[config.mk]
export PLATFORM = sky130hd
export DESIGN_NAME = i2c_id_frame_transmitter
export DESIGN_NICKNAME = d
export VERILOG_FILES = /design/src/design/i2cft_pkg.sv /design/src/design/i2cft_ser.sv /design/src/design/i2c_id_frame_transmitter.sv
export SDC_FILE = /design/constraint.sdc
export NUM_CORES = 1
export LEC_CHECK = 0
export BUFFER_PORTS_ARGS = -buffer_cell sky130_fd_sc_hd__buf_2
export CAP_MARGIN = 20
export CORE_MARGIN = 2
export CORE_UTILIZATION = 40
export CTS_CLUSTER_SIZE = 20
export DETAILED_ROUTE_END_ITERATION = 8
export SETUP_SLACK_MARGIN = 0.05
export SLEW_MARGIN = 0
export SYNTH_ARGS = -nofsm -noshare
export SYNTH_HDL_FRONTEND = slang
export SYNTH_SLANG_ARGS = --single-unit
[constraint.sdc]
create_clock -name clk -period 3.95 [get_ports clk]
set_input_delay 0.395 -clock clk [delete_from_list [all_inputs] [get_ports clk]]
set_output_delay 0.395 -clock clk [all_outputs]
set_load 0.05 [all_outputs]
[src/design/i2cft_pkg.sv]
package i2cft_pkg;

  // Line symbols, one per output word.
  typedef enum logic [2:0] {
    SYM_START = 3'd0,
    SYM_ZERO  = 3'd1,
    SYM_ONE   = 3'd2,
    SYM_ACK   = 3'd3,
    SYM_STOP  = 3'd4
  } symbol_t;

  // Segments of a frame in sending order.
  typedef enum logic [2:0] {
    SEG_START   = 3'd0,
    SEG_HEADER  = 3'd1,
    SEG_DATA    = 3'd2,
    SEG_SUM     = 3'd3,
    SEG_TRAILER = 3'd4,
    SEG_STOP    = 3'd5
  } seg_t;

  // Configuration register indexes.
  localparam logic REG_HEADER  = 1'b0;
  localparam logic REG_TRAILER = 1'b1;

  localparam logic [7:0] HEADER_RESET  = 8'hA5;
  localparam logic [7:0] TRAILER_RESET = 8'hD5;

  // Bit slot of the acknowledge symbol within a byte.
  localparam logic [3:0] ACK_SLOT = 4'd8;

  // One accepted payload word with everything needed to send its run.
  typedef struct packed {
    logic       open_frame;
    logic       close_frame;
    logic [7:0] header;
    logic [7:0] data;
    logic [7:0] sum;
    logic [7:0] trailer;
  } item_t;

endpackage

[src/design/i2cft_ser.sv]
module i2cft_ser (
  input  logic              clk,
  input  logic              rst,
  input  logic              load_valid,
  output logic              load_ready,
  input  i2cft_pkg::item_t  load_item,
  output logic              out_valid,
  input  logic              out_ready,
  output logic [2:0]        out_symbol,
  output logic              out_last
);

  logic              busy;
  i2cft_pkg::item_t  item;
  i2cft_pkg::seg_t   seg;
  logic [3:0]        bitc;

  logic              advance;
  logic              sym_last;
  logic              load;
  i2cft_pkg::symbol_t sym;
  logic [7:0]        cur_byte;
  i2cft_pkg::seg_t   seg_next;
  logic [3:0]        bitc_next;

  // A symbol moves into the output register when that register is free or taken.
  assign advance    = busy && (!out_valid || out_ready);
  assign load_ready = !busy || (advance && sym_last);
  assign load       = load_valid && load_ready;

  // Byte being sent in the current segment.
  always_comb begin
    case (seg)
      i2cft_pkg::SEG_HEADER:  cur_byte = item.header;
      i2cft_pkg::SEG_DATA:    cur_byte = item.data;
      i2cft_pkg::SEG_SUM:     cur_byte = item.sum;
      i2cft_pkg::SEG_TRAILER: cur_byte = item.trailer;
      default:                cur_byte = item.data;
    endcase
  end

  // Symbol for the current position, MSB first, then the acknowledge slot.
  always_comb begin
    unique case (seg)
      i2cft_pkg::SEG_START: sym = i2cft_pkg::SYM_START;
      i2cft_pkg::SEG_STOP:  sym = i2cft_pkg::SYM_STOP;
      default: begin
        if (bitc == i2cft_pkg::ACK_SLOT) begin
          sym = i2cft_pkg::SYM_ACK;
        end else if (cur_byte[3'(3'd7 - bitc[2:0])]) begin
          sym = i2cft_pkg::SYM_ONE;
        end else begin
          sym = i2cft_pkg::SYM_ZERO;
        end
      end
    endcase
  end

  // The run ends after the stop symbol or, for a word that leaves the frame open, after the payload ack.
  assign sym_last = item.close_frame ? (seg == i2cft_pkg::SEG_STOP)
                                     : (seg == i2cft_pkg::SEG_DATA &&
                                        bitc == i2cft_pkg::ACK_SLOT);

  // Step to the next position of the frame.
  always_comb begin
    seg_next  = seg;
    bitc_next = bitc + 4'd1;
    unique case (seg)
      i2cft_pkg::SEG_START: begin
        seg_next  = i2cft_pkg::SEG_HEADER;
        bitc_next = 4'd0;
      end
      i2cft_pkg::SEG_HEADER, i2cft_pkg::SEG_DATA,
      i2cft_pkg::SEG_SUM, i2cft_pkg::SEG_TRAILER: begin
        if (bitc == i2cft_pkg::ACK_SLOT) begin
          seg_next  = i2cft_pkg::seg_t'(seg + 3'd1);
          bitc_next = 4'd0;
        end
      end
      default: begin
        seg_next  = seg;
        bitc_next = 4'd0;
      end
    endcase
  end

  // Serializer position and the word it works on.
  always_ff @(posedge clk) begin
    if (rst) begin
      busy <= 1'b0;
      seg  <= i2cft_pkg::SEG_START;
      bitc <= 4'd0;
    end else if (load) begin
      busy <= 1'b1;
      seg  <= load_item.open_frame ? i2cft_pkg::SEG_START : i2cft_pkg::SEG_DATA;
      bitc <= 4'd0;
    end else if (advance) begin
      busy <= !sym_last;
      seg  <= seg_next;
      bitc <= bitc_next;
    end
  end

  always_ff @(posedge clk) begin
    if (load) begin
      item <= load_item;
    end
  end

  // Output register.
  always_ff @(posedge clk) begin
    if (rst) begin
      out_valid <= 1'b0;
    end else if (advance) begin
      out_valid <= 1'b1;
    end else if (out_ready) begin
      out_valid <= 1'b0;
    end
  end

  always_ff @(posedge clk) begin
    if (advance) begin
      out_symbol <= sym;
      out_last   <= sym_last;
    end
  end

  a_bit_range: assert property (@(posedge clk) disable iff (rst)
    busy |-> bitc <= i2cft_pkg::ACK_SLOT)
    else $error("bit slot counter out of range");

  a_start_then_header: assert property (@(posedge clk) disable iff (rst)
    advance && !sym_last && seg == i2cft_pkg::SEG_START
    |=> seg == i2cft_pkg::SEG_HEADER && bitc == 4'd0)
    else $error("start symbol not followed by header");

  a_run_end: assert property (@(posedge clk) disable iff (rst)
    advance && sym_last |=> out_valid && out_last)
    else $error("end of run not marked on output");

endmodule

[src/design/i2c_id_frame_transmitter.sv]
// Sends one write-only I2C-style frame as a run of line symbols, one symbol
// per output word: start, header byte, payload bytes, their 8-bit sum, trailer
// byte and stop, each byte MSB first followed by an acknowledge slot. The
// first payload word while idle opens a frame and a word with tlast closes
// it. The serializer emits one symbol per clock unless m_tready stalls it.
// A middle payload word sends only its byte; an opening word adds start and
// header before it and a closing word adds sum, trailer and stop after it.
// One word waits in an input register while the previous run goes out, so
// runs follow each other directly. m_tlast marks each word's final symbol.
module i2c_id_frame_transmitter (
  input  logic       clk,
  input  logic       rst,
  // Configuration write port.
  input  logic       cfg_we,
  input  logic       cfg_addr,
  input  logic [7:0] cfg_data,
  // Input stream.
  input  logic       s_tvalid,
  output logic       s_tready,
  input  logic [7:0] s_tdata,   // [7:0] payload_byte
  input  logic       s_tlast,   // end_of_payload
  // Output stream.
  output logic       m_tvalid,
  input  logic       m_tready,
  output logic [7:0] m_tdata,   // [2:0] line_symbol, [7:3] zero
  output logic       m_tlast    // last_of_run
);

  logic [7:0]        header_byte;
  logic [7:0]        trailer_byte;
  logic [7:0]        running_sum;
  logic              in_frame;
  logic              pend_valid;
  i2cft_pkg::item_t  pend_item;
  i2cft_pkg::item_t  new_item;
  logic              s_accept;
  logic              load_ready;
  logic [2:0]        symbol;
  logic [7:0]        sum_next;

  assign s_tready = !pend_valid;
  assign s_accept = s_tvalid && s_tready;

  // Configuration registers.
  always_ff @(posedge clk) begin
    if (rst) begin
      header_byte  <= i2cft_pkg::HEADER_RESET;
      trailer_byte <= i2cft_pkg::TRAILER_RESET;
    end else if (cfg_we) begin
      unique case (cfg_addr)
        i2cft_pkg::REG_HEADER:  header_byte  <= cfg_data;
        i2cft_pkg::REG_TRAILER: trailer_byte <= cfg_data;
        default: ;
      endcase
    end
  end

  // Frame state advances as words are accepted.
  assign sum_next = in_frame ? running_sum + s_tdata : s_tdata;

  always_ff @(posedge clk) begin
    if (rst) begin
      running_sum <= 8'd0;
      in_frame    <= 1'b0;
    end else if (s_accept) begin
      running_sum <= sum_next;
      in_frame    <= !s_tlast;
    end
  end

  always_comb begin
    new_item.open_frame  = !in_frame;
    new_item.close_frame = s_tlast;
    new_item.header      = header_byte;
    new_item.data        = s_tdata;
    new_item.sum         = sum_next;
    new_item.trailer     = trailer_byte;
  end

  // Input register holding the next word for the serializer.
  always_ff @(posedge clk) begin
    if (rst) begin
      pend_valid <= 1'b0;
    end else if (s_accept) begin
      pend_valid <= 1'b1;
    end else if (load_ready) begin
      pend_valid <= 1'b0;
    end
  end

  always_ff @(posedge clk) begin
    if (s_accept) begin
      pend_item <= new_item;
    end
  end

  i2cft_ser u_ser (
    .clk        (clk),
    .rst        (rst),
    .load_valid (pend_valid),
    .load_ready (load_ready),
    .load_item  (pend_item),
    .out_valid  (m_tvalid),
    .out_ready  (m_tready),
    .out_symbol (symbol),
    .out_last   (m_tlast)
  );

  assign m_tdata = {5'd0, symbol};

  a_frame_flag: assert property (@(posedge clk) disable iff (rst)
    s_accept |=> in_frame == !$past(s_tlast))
    else $error("frame flag does not follow end of payload");

endmodule
Yosys cells after proc, flatten, opt, wreduce, memory -nomap -nowiden
Index checks and enable logic that the tools add are counted.
W data, S select, Z words.
{ "totals": {"ff_bits": 106, "in_bits": 23} }
{ "classes": {"add_sub_neg": 4, "n_lt_le_gt_ge": 1, "n_eq_ne": 7, "mux": 21, "n_bitwise": 1, "reduce_logical": 23} }
{ "ops": {"columns": ["op", "n"], "rows": [
  ["$pmux W8 S3", 1],
  ["$mux W3", 4],
  ["$pmux W3 S2", 2],
  ["$add A8 B8 Y8", 1],
  ["$mux W1", 8],
  ["$mux W4", 2],
  ["$mux W8", 1],
  ["$eq A3 B2 Y1 const B", 2],
  ["$eq A3 B3 Y1 const B", 2],
  ["$logic_not A1 Y1", 6],
  ["$reduce_bool A2 Y1", 3],
  ["$logic_and A1 B1 Y1", 5],
  ["$add A4 B1 Y4 const B", 1],
  ["$eq A4 B4 Y1 const B", 1],
  ["$lt A3 B4 Y1 const B", 1],
  ["$mux W2", 2],
  ["$reduce_and A2 Y1", 2],
  ["$reduce_or A4 Y1", 1],
  ["$add A3 B1 Y3 const B", 1],
  ["$bmux W1 S3", 1],
  ["$eq A3 B1 Y1 const B", 1],
  ["$logic_not A3 Y1", 1],
  ["$ne A3 B1 Y1 const B", 1],
  ["$reduce_and A3 Y1", 1],
  ["other kinds (5)", 6]
]} }

Longest topological paths before layout
Gate-level depths: netlist of the first run.
{ "depth": {"word_depth": 8, "depth_mapped": 10, "mapped_depth_nobuf": 9} }

By module
Synthesis of the first run repeated with hierarchy kept, for this count alone.
{ "hier_totals": {"cells_unflattened": 358, "area_unflattened_um2": 4505.6} }
{ "modules_own_cells": {"columns": ["mod", "instances", "cells_each", "area_per_inst_um2", "seq_area_each_um2"], "rows": [
  ["i2c_id_frame_transmitter", 1, 212, 2468.6, 1541.5],
  ["i2cft_ser", 1, 146, 2037.0, 1291.2]
]} }

Worst setup path before layout of the first run
Ideal clock, no wire load.
{ "synth_path": {"kind": "register to register", "start": "register u_ser.bitc[1]", "end": "register u_ser.seg[0]", "setup_ps": 95, "arrival_ps": 2782, "required_ps": 3855, "slack_ps": 1073, "stages_incl_launch_ff": 10, "path_buffers": 1, "period_less_slack_ps": 2877, "path_cell_list": "dfxtp_1 > clkinv_1 > ha_1 > and3b_1 > a32oi_1 > o21ai_0 > and2_1 > clkbuf_1 > or2_2 > a221oi_1"} }
{ "synth_via": {"elab_chain_cells": 8, "elab_cells_between_ends": 11, "cone_classes": "eq/ne: 2; mux: 2; reduce/logical: 7"} }
{ "synth_rtl": {"columns": ["item", "line_no", "source"], "rows": [
  ["start: declaration", "i2cft_ser.sv:16", "logic [3:0] bitc;"],
  ["start signal: assignment", "i2cft_ser.sv:100", "bitc <= bitc_next;"],
  ["$eq A4 B4 Y1 *", "i2cft_ser.sv:62", "bitc == i2cft_pkg::ACK_SLOT);"],
  ["$logic_and A1 B1 Y1 *", "i2cft_ser.sv:61", ": (seg == i2cft_pkg::SEG_DATA &&"],
  ["$mux W1 *", "i2cft_ser.sv:60", "assign sym_last = item.close_frame ? (seg == i2cft_pkg::SEG_STOP)"],
  ["$logic_and A1 B1 Y1 *", "i2cft_ser.sv:28", "assign load_ready = !busy || (advance && sym_last);"],
  ["$logic_or A1 B1 Y1 *", "i2cft_ser.sv:28", null],
  ["$logic_and A1 B1 Y1 *", "i2cft_ser.sv:29", "assign load = load_valid && load_ready;"],
  ["net u_ser.load", "i2cft_ser.sv:20", "logic load;"],
  ["$ne A3 B1 Y1 (no line), or another cell as far along", null, null],
  ["$reduce_and A3 Y1 (no line)", null, null],
  ["end signal: assignment", "i2cft_ser.sv:91", "seg <= i2cft_pkg::SEG_START;"],
  ["end signal: assignment", "i2cft_ser.sv:95", "seg <= load_item.open_frame ? i2cft_pkg::SEG_START : i2cft_pkg::SEG_DATA;"],
  ["end signal: assignment", "i2cft_ser.sv:99", "seg <= seg_next;"],
  ["end: declaration", "i2cft_ser.sv:15", "i2cft_pkg::seg_t seg;"]
]} }
Mark *: on every way through the listed nets, which the timed path passes. The rest lies on a longest branch.
A chain may end at the register's enable or synchronous reset.

Worst setup path after layout of the first run
{ "layout_path": {"start": "register u_ser.bitc[1]", "end": "register u_ser.bitc[0]"} }
{ "layout_via": {"elab_chain_cells": 7, "elab_cells_between_ends": 9, "cone_classes": "eq/ne: 1; mux: 3; reduce/logical: 5"} }
{ "layout_rtl": {"columns": ["item", "line_no"], "rows": [
  ["$eq A4 B4 Y1 *", "i2cft_ser.sv:62, i2cft_ser.sv:75"],
  ["$logic_and A1 B1 Y1", "i2cft_ser.sv:61"],
  ["$mux W1", "i2cft_ser.sv:60"],
  ["$logic_and A1 B1 Y1", "i2cft_ser.sv:28"],
  ["$logic_or A1 B1 Y1", "i2cft_ser.sv:28"],
  ["$logic_and A1 B1 Y1", "i2cft_ser.sv:29"],
  ["$reduce_or A2 Y1 (no line)", null]
]} }
Mark *: on every way between the ends. The rest lies on a longest branch, timed or not.

==> impl_results.md, run 1 <==
* Ys async rst share at 0
* Final count of hold timing violations at 0
* Final core utilization at 0.449
* Startpoint types: register
* Number of stages on the worst setup path at 8
* WP data required at 4.23 ns
* Pint at 1.68 mW
* Clk pwr share at 0.300
* Most frequent cells in the layout: edfxtp_1 (71), dfxtp_1 (35), nand2_1 (29), buf_2 (28), nor2_1 (25)
* Starting density of the core at 0.408
* Global route overflow at 0
* Post-synthesis cell type count at 57
* Slew Viols, Final at 0
* Critical path fanouts, max at 18
* Slowest stage delay, CP at 0.48 ns
* Port bufs at 28
* DPL Wire Length at 5740 um
* Total CTS buffers at 9
* Reg-to-Reg Start: u_ser.bitc[1]
* Final min period at 2.79 ns
* DR iter-0 viols at 170
* Post-cts sizing count at 0
* Critical path class: register to register
* Share of cells above drive strength 1 at 0.163
* Setup crit start: u_ser.bitc[1]
* Status: finished clean
* Post-CTS setup buffer count at 0
* Worst slew margin at 0.355
* Area after DPL at 4640 sq um
* FF-to-FF End: u_ser.bitc[0]
* PwrDens at 458 nW/um^2
* Number of antenna-violating nets in the routed design at 0
* Number of synthesis warnings at 0
* Min-delay worst type: primary input to register
* Most common cell after layout, fill and taps aside: edfxtp_1
* Max-cap violations at 0
* Actual slew at the worst max-slew pin at 0.965 ns
* Delay-heaviest family, CP: simple AND/OR/NAND/NOR gates
* H-tree lvl count at 3
* CP Capture Type: register
* Tot GR Track Use at 0.147
* Clk sink count at 106
* Comb power frac at 0.114
* Die area at 11900 sq um
* Design area at 4850 sq um
* Ys flop type: edfxtp_1
* Buf+Inv Stages, Crit Path at 1
* Area growth from synthesis to layout at 10.2%
* First-pass GRT wire length at 13000 um
* R2r setup slk at 1.16 ns
* Syn Std Cell Area at 4400 sq um
* RSZ-0062 raised after global routing: no
* Syn_area_per_cell at 12.6 sq um
* Post-layout net count at 413
* CTS tree: yes
* # IOs at 34
* Vias at 2717
* Core area at 10800 sq um
* Largest net degree at the start of global routing at 29
* Post-route DRC at 0
* Leakage at 1.77 nW
* Antenna violations before repair at 0
* Switching pwr at 0.543 mW
* Number of synthesized flops with an enable pin at 71
* Setup violations, final at 0
* Post-synthesis register bit count at 106
* Final period utilization at 0.706
* Clk_skew at 0.0155 ns
* GP Congestion at 0.889
* Clock Path Buffers at 2
* Seq pwr share at 0.585
* FP Rows at 38
* Reg clk slew, reported paths at 0.10 ns
* Sequential fraction of the synthesis area at 0.644
* ANT cells at 0
* Final WL at 8070 um
* Crit path to: u_ser.bitc[0]
* Die height at 109 um
* Path depth of the worst reg2reg path at 8
* Clk root buf: clkbuf_8
* Die Wd at 109 um
* Setup TNS at 0 ns
* Router iterations before antenna repair at 4
* Sw frac at 0.244
* Pwr Total at 2.22 mW
* CP arrival at 3.06 ns
* CTS Hold Buffers Added at 0
* Worst IR drop on VDD at 0.000196 V
* Post-detailed-route wirelength per cell at 15.5 um
* Critical path cell sequence: clkinv_1 > ha_1 > and3b_1 > a32oi_1 > o21ai_0 > and2_1 > or2_2 > nor3_1
* Vias per std cell at 5.23
* Worst path slowest cell: dfxtp_1
* Max Freq at 359 MHz
* Vias in the first global route at 2604
* Clk_lat worst skew at 0.36 ns
* Cells after Synth at 349
-- cell type report --
class / count / area (sq um)
fill: 971 / 5940
timing repair buffer: 30 / 155
inverter: 17 / 63.8
clock inverter: 2 / 17.5
sequential: 106 / 2830
multi-input combinational: 211 / 1410
tap: 140 / 175
clock buffer: 14 / 194
-- Yosys cell counts, types with 2 or more instances --
| library cell | n | area (sq um) |
|---|---|---|
| nand2_1 | 29 | 109 |
| a21oi_1 | 14 | 70.1 |
| buf_6 | 2 | 22.5 |
| clkinv_1 | 2 | 7.51 |
| dfxtp_1 | 35 | 701 |
| nor2b_1 | 4 | 25.0 |
| nor4_2 | 3 | 37.5 |
| clkbuf_1 | 10 | 37.5 |
| o211ai_1 | 3 | 22.5 |
| buf_4 | 5 | 37.5 |
| or2_2 | 3 | 18.8 |
| ha_1 | 14 | 175 |
| and3_1 | 2 | 12.5 |
| mux2i_1 | 9 | 90.1 |
| inv_1 | 15 | 56.3 |
| edfxtp_1 | 71 | 2130 |
| a221oi_1 | 5 | 43.8 |
| o21a_1 | 2 | 15.0 |
| a211oi_1 | 5 | 37.5 |
| nand3_1 | 18 | 90.1 |
| a222oi_1 | 4 | 40.0 |
| nor3_1 | 12 | 60.1 |
| o211a_1 | 2 | 20.0 |
| nand2b_1 | 3 | 18.8 |
| mux2_2 | 4 | 45.0 |
| o21ai_0 | 8 | 40.0 |
| a221o_1 | 3 | 30.0 |
| xnor2_1 | 7 | 61.3 |
| nor2_1 | 25 | 93.8 |
| and2_1 | 3 | 18.8 |
-- worst register-to-register path, cell delays in order, from the launching register on --
cell and delay (ns):
dfxtp_1 0.48, clkinv_1 0.27, ha_1 0.27, and3b_1 0.23
a32oi_1 0.25, o21ai_0 0.13, and2_1 0.42, or2_2 0.45
nor3_1 0.22
-- worst min path at each step --
stage	cells past startpoint	end	slack, ns	from
4_1_cts	2	in_frame	0.21	s_tlast
5_1_grt	1	pend_item[32]	0.20	s_tlast
6_report	2	in_frame	0.22	s_tlast
3_5_place_dp	0	u_ser.item[25]	0.40	pend_item[25]
3_3_place_gp	0	u_ser.item[5]	0.41	pend_item[5]
2_1_floorplan	0	u_ser.item[0]	0.40	pend_item[0]
-- power groups by stage --
stage / clock, mW / combinational, mW / sequential (mW)
after floorplan: 0 / 0.190 / 1.33
final: 0.668 / 0.254 / 1.30
after detailed placement: 0 / 0.255 / 1.33
after CTS: 0.689 / 0.256 / 1.30
after global placement: 0 / 0.249 / 1.33
after global routing: 0.738 / 0.286 / 1.31
-- metal layers --
layer | global-route usage | wire length (um) | vias up
met4 | 0.0742 | 161 | 0
met2 | 0.236 | 3970 | 47
li1 | - | - | 1340
met1 | 0.190 | 3700 | 1320
met5 | 0 | 0 | -
met3 | 0.0275 | 236 | 10
-- kinds of logic (layout without fill, tap and decap cells) --
| logic type | Yosys count | count (layout) | synth area share |
|---|---|---|---|
| xor+xnor | 7 | 7 | 0.0139 |
| buf+inv | 36 | 63 | 0.0387 |
| mux | 13 | 13 | 0.0307 |
| other cells | 1 | 5 | 0.000852 |
| flops | 106 | 106 | 0.644 |
| fa+ha+maj | 15 | 15 | 0.0444 |
| simple gates | 111 | 111 | 0.127 |
| compound gates | 60 | 60 | 0.101 |
-- metrics by stage --
step	std cells	worst slack, ns	hold slack (ns)
finish	520	1.16	0.221
global route	520	0.931	0.205
CTS	520	1.16	0.207
detailed placement	504	1.18	0.405
global placement	504	1.27	0.406
floorplan	353	1.07	0.400
-- flip-flops by register name, summed over array words and instances (netlist names), 3 cells and up --
register and cells:
pend_item 34, u_ser.seg 3, trailer_byte 8, header_byte 8
running_sum 8, u_ser.bitc 4, u_ser.out_symbol 3, u_ser.item 33
Power figures use the tool's default switching activity.
==> run 2: changes to the inputs <==
==> constraint.sdc (replaced) <==
create_clock -name clk -period 2.52 [get_ports clk]
set_input_delay 0.252 -clock clk [delete_from_list [all_inputs] [get_ports clk]]
set_output_delay 0.252 -clock clk [all_outputs]
set_load 0.05 [all_outputs]
==> run 2 against run 1 <==
  * Clock power grew 56%
  * Sequential power grew 56%
  * Sequential cell count is the same
  * Core utilization grew 1.2 points
  * Worst setup slack lost 1.0 ns
  * Design area grew 2.7%
  * Largest cell class unchanged
  * Count of clock-buffer cells in the layout shrank 5
==> impl_results.md, run 2 (same netlist as run 1, synthesis figures left out) <==
* Most frequent cells in the layout: edfxtp_1 (71), dfxtp_1 (33), nand2_1 (29), buf_2 (28), nor2_1 (25)
* Die Wd at 109 um (unchanged)
* Largest register by flop count: pend_item
* Status: finished clean
* Tot GR Track Use at 0.150 (+0.00334)
* Max-cap violations at 0 (unchanged)
* Fill cells at 967 (-0.41%)
* Core area at 10800 sq um (unchanged)
* Most common cell after layout, fill and taps aside: edfxtp_1
* First-pass GRT wire length at 13400 um (+2.5%)
* Area after DPL at 4740 sq um (+2.2%)
* Clk_skew at 0.00950 ns (-0.00598 ns)
* Vias per std cell at 5.14 (-1.5%)
* Die height at 109 um (unchanged)
* Worst IR drop on VDD at 0.000248 V (+27%)
* Area of the multi-input gates at 1440 sq um (+1.8%)
* CP Capture Type: register
* Critical path fanouts, max at 8 (-10)
* CP arrival at 2.50 ns (-0.56 ns)
* # IOs at 34 (unchanged)
* Share of cells above drive strength 1 at 0.204 (+0.0409)
* Total CTS buffers at 9 (unchanged)
* Post-route DRC at 0 (unchanged)
* Area growth from synthesis to layout at 13.2%
* Leakage at 1.84 nW (+3.7%)
* Actual slew at the worst max-slew pin at 0.509 ns (-0.456 ns)
* GP Congestion at 0.834 (-6.3%)
* ANT cells at 0 (unchanged)
* Reg clk slew, reported paths at 0.10 ns (about the same)
* Final period utilization at 0.948 (+0.242)
* Port bufs at 28 (unchanged)
* Register area at 2840 sq um (about the same)
* H-tree lvl count at 3 (unchanged)
* Antenna violations before repair at 0 (unchanged)
* Largest net degree at the start of global routing at 39 (+34%)
* Biggest regs: pend_item: 34 flops, u_ser.item: 33 flops
* CTS Hold Buffers Added at 0 (unchanged)
* Met2 routed WL at 4160 um (+4.6%)
* Die area at 11900 sq um (unchanged)
* WHS at 0.0805 ns (-0.141 ns)
* Starting density of the core at 0.408 (unchanged)
* Max FFs per register at 34 (unchanged)
* Worst slew margin at 0.660 (+0.305)
* DPL Wire Length at 5870 um (+2.4%)
* Number of antenna-violating nets in the routed design at 0 (unchanged)
* Routed met1 length at 3780 um (+2.3%)
* CTS tree: yes
* Post-layout net count at 425 (+2.9%)
* Slew Viols, Final at 0 (unchanged)
* Setup violations, final at 0 (unchanged)
* Clk root buf: clkbuf_8
* Path depth of the worst reg2reg path at 8 (unchanged)
* Min-delay worst type: primary input to register
* Router iterations before antenna repair at 5 (+1)
* Startpoint types: register
* Hold depth at 2 (unchanged)
* Routed met3 length at 296 um (+25%)
* Vias in the first global route at 2715 (+4.3%)
* Clock Path Buffers at 2 (unchanged)
* Top routing layer in use: met4
* DR iter-0 viols at 225 (+32%)
* PwrDens at 706 nW/um^2 (+54%)
* Final WL at 8330 um (+3.2%)
* Final min period at 2.39 ns (-0.399 ns)
* WP data required at 2.63 ns (-1.60 ns)
* Clk_lat worst skew at 0.37 ns (about the same)
* Global route overflow at 0 (unchanged)
* Final count of hold timing violations at 0 (unchanged)
* Critical path class: register to register
* Pwr Total at 3.51 mW (+58%)
* Max Freq at 418 MHz (+17%)
* FP Rows at 38 (unchanged)
* Clk sink count at 106 (unchanged)
* Vias at 2737 (+0.74%)
* Post-detailed-route wirelength per cell at 15.7 um (+0.88%)
* Design area at 4980 sq um (+2.7%)
==> run 2: cell count changes in the layout (fill, tap and decap cells not counted), moves of 2 or more <==
cell,previous run,this run
buf_12,0,2
inv_6,0,3
buf_4,2,12
dfxtp_2,0,2
dfxtp_1,35,33
clkbuf_8,12,9
==> run 2: worst paths after layout <==
check                from                   to  slack, ns
max reg2reg  u_ser.seg[2]  u_ser.out_symbol[1]       0.13
max          u_ser.seg[2]  u_ser.out_symbol[1]       0.13
min               s_tlast             in_frame       0.08
min reg2reg  pend_item[4]        u_ser.item[4]       0.42
==> run 2: power breakdown <==
part / total, mW / leakage, nW / internal, mW / switching (mW)
clock network: 1.04 / 0.102 / 0.467 / 0.570
registers: 2.03 / 0.945 / 1.99 / 0.0466
logic: 0.443 / 0.793 / 0.166 / 0.276
==> run 2: layout make-up <==
class | count | area share
timing repair buffer | 42 | 0.0543
sequential | 106 | 0.569
tap | 140 | 0.0352
clock buffer | 9 | 0.0249
clock inverter | 7 | 0.0148
inverter | 17 | 0.0128
multi-input combinational | 211 | 0.289
==> run 2: worst max-delay path: stages (launching register included) <==
cell and delay, ns:
dfxtp_1 0.47, inv_1 0.10, ha_1 0.26, buf_4 0.18
a221o_1 0.35, a221oi_2 0.28, nor4_4 0.08, a211oi_1 0.28
a2111oi_2 0.13
==> run 2: per-layer routing <==
metal / up-vias / GRT usage
met5: - / 0
met4: 0 / 0.0586
met2: 48 / 0.242
met3: 6 / 0.0424
li1: 1359 / -
met1: 1324 / 0.192
==> run 2: stage by stage <==
stage	TNS [ns]	std cells	setup WS [ns]	util
floorplan	0	353	0.0710	-
global placement	0	514	0.137	0.439
detailed placement	-0.00980	514	-0.00841	0.439
CTS	0	530	0.0750	0.458
global route	-0.0328	532	-0.0328	0.461
finish	0	532	0.130	0.461
==> run 2: what timing repair did <==
action / CTS / global route
buffers inserted: 0 / 2
pin swaps: 0 / 4
resized for setup: 2 / 5
endpoints found under the setup margin: 2 / 2
==> run 3: changes to the inputs <==
--- a/config.mk
+++ b/config.mk
@@ -11,6 +11,7 @@
 export CORE_UTILIZATION = 40
 export CTS_CLUSTER_SIZE = 20
 export DETAILED_ROUTE_END_ITERATION = 8
+export RECOVER_POWER = 100
 export SETUP_SLACK_MARGIN = 0.05
 export SLEW_MARGIN = 0
 export SYNTH_ARGS = -nofsm -noshare
==> run 3 against run 2 <==
  * Total power shrank 0.29%
  * Worst setup slack lost 0.0027 ns
  * Worst hold slack gained 0.00073 ns
  * Clock power is essentially flat
  * Core utilization shrank 0.35 points
  * Maximum frequency shrank 0.11%
  * Via count grew 0.58%
  * Non-clock buffer count is the same
  * Design area shrank 0.75%
  * Final cell count is the same
  * Critical path depth is the same
  * Global-route usage is the same
==> impl_results.md, run 3 (same netlist as run 1, synthesis figures left out) <==
* Max-cap violations at 0 (unchanged)
* Clk_skew at 0.0102 ns (+0.000695 ns)
* Vias at 2753 (+0.58%)
* Die area at 11900 sq um (unchanged)
* Setup TNS at 0 ns (unchanged)
* Seq pwr share at 0.581 (+0.002)
* Largest net degree at the start of global routing at 39 (unchanged)
* Final period utilization at 0.949 (+0.00107)
* Post-detailed-route wirelength per cell at 15.7 um (+0.60%)
* Setup ws final at 0.127 ns (-0.00271 ns)
* Starting density of the core at 0.408 (unchanged)
* Min-delay worst type: primary input to register
* DR iter-0 viols at 202 (-10%)
* Fill cells at 977 (+1.0%)
* Clock Path Buffers at 2 (unchanged)
* Clk pwr share at 0.296 (about the same)
* Antenna violations before repair at 0 (unchanged)
* Slew Viols, Final at 0 (unchanged)
* H-tree lvl count at 3 (unchanged)
* CP arrival at 2.51 ns (about the same)
* Biggest regs: pend_item: 34 flops, u_ser.item: 33 flops
* # IOs at 34 (unchanged)
* Largest register by flop count: pend_item
* Max FFs per register at 34 (unchanged)
* Port bufs at 28 (unchanged)
* Pint at 2.61 mW (-0.44%)
* Worst slew margin at 0.550 (-0.110)
* Max Freq at 418 MHz (-0.11%)
* Reg clk slew, reported paths at 0.10 ns (about the same)
* Final count of hold timing violations at 0 (unchanged)
* Share of cells above drive strength 1 at 0.145 (-0.0587)
* Most frequent cells in the layout: edfxtp_1 (71), dfxtp_1 (33), nand2_1 (29), nor2_1 (25), clkbuf_1 (20)
* Setup violations, final at 0 (unchanged)
* Vias per std cell at 5.17 (+0.58%)
* CP Capture Type: register
* Post-layout net count at 425 (unchanged)
* Startpoint types: register
* Worst IR drop on VDD at 0.000248 V (about the same)
* Clk root buf: clkbuf_8
* Die Wd at 109 um (unchanged)
* PwrDens at 709 nW/um^2 (+0.47%)
* Clk_lat worst skew at 0.37 ns (about the same)
* Number of antenna-violating nets in the routed design at 0 (unchanged)
* FP Rows at 38 (unchanged)
* Tot GR Track Use at 0.150 (unchanged)
* Post-route DRC at 0 (unchanged)
* WP data required at 2.64 ns (about the same)
* Critical path fanouts, max at 8 (unchanged)
* Most common cell after layout, fill and taps aside: edfxtp_1
* Comb power frac at 0.123 (-0.003)
* ANT cells at 0 (unchanged)
* Status: finished clean
* Router iterations before antenna repair at 6 (+1)
* Area of the multi-input gates at 1440 sq um (unchanged)
* Global route overflow at 0 (unchanged)
* Die height at 109 um (unchanged)
* Clk sink count at 106 (unchanged)
* Register area at 2840 sq um (unchanged)
* First-pass GRT wire length at 13400 um (unchanged)
* Core area at 10800 sq um (unchanged)
* Actual slew at the worst max-slew pin at 0.675 ns (+0.166 ns)
* Pre-CTS setup slack at -0.00841 ns (unchanged)
* Final WL at 8380 um (+0.60%)
* CTS tree: yes
* Area growth from synthesis to layout at 12.3%
* Final min period at 2.39 ns (+0.00271 ns)
* GP Congestion at 0.834 (unchanged)
* WHS at 0.0812 ns (+0.000726 ns)
* Leakage at 1.78 nW (-3.4%)
* Vias in the first global route at 2715 (unchanged)
* Switching pwr at 0.894 mW (+0.18%)
* Total CTS buffers at 9 (unchanged)
* Sw frac at 0.255 (+0.00118)
* Critical path class: register to register
* DPL Wire Length at 5870 um (unchanged)
[run 3: power groups by stage]
stage	logic (mW)	registers [mW]	clock network (mW)
after floorplan	0.298	2.07	0
after global placement	0.419	2.07	0
after detailed placement	0.432	2.07	0
after CTS	0.435	2.03	1.07
after global routing	0.481	2.05	1.14
final	0.431	2.03	1.04
[run 3: metal layers]
layer  track usage  wire, um
met4        0.0586       146
met1         0.192      3740
met5             0         0
met3        0.0424       343
met2         0.242      4140
[run 3: timing repair]
action,CTS,global route
hold endpoints to repair,0,0
endpoints found under the setup margin,2,2
hold buffers,0,0
pin swaps,0,4
setup buffers,0,2
resized for setup,2,5
[run 3: metrics by stage]
stage	cells	cell area (sq um)	util	total power [mW]
6_report	532	4940	0.458	3.50
3_5_place_dp	514	4740	0.439	2.51
5_1_grt	532	4940	0.458	3.67
3_3_place_gp	514	4740	0.439	2.49
2_1_floorplan	353	4420	-	2.37
4_1_cts	530	4940	0.458	3.54
[run 3: final cells by class]
cell class / instances / share of cell area
clock inverter: 7 / 0.0149
timing repair buffer: 42 / 0.0471
tap: 140 / 0.0354
sequential: 106 / 0.574
clock buffer: 9 / 0.0251
inverter: 17 / 0.0129
multi-input combinational: 211 / 0.291
[run 3: critical path: stages (launching register included)]
cell,delay [ns]
dfxtp_1,0.48
inv_1,0.10
ha_1,0.26
buf_4,0.18
a221o_1,0.35
a221oi_2,0.28
nor4_4,0.08
a211oi_1,0.28
a2111oi_2,0.12
[run 3: final timing paths]
| check | startpoint | to | slack [ns] | depth (start not counted) |
|---|---|---|---|---|
| hold reg to reg | pend_item[17] | u_ser.item[17] | 0.42 | 0 |
| hold / removal | s_tlast | in_frame | 0.08 | 2 |
| setup / recovery | u_ser.seg[2] | u_ser.out_symbol[1] | 0.13 | 8 |
| setup reg to reg | u_ser.seg[2] | u_ser.out_symbol[1] | 0.13 | 8 |
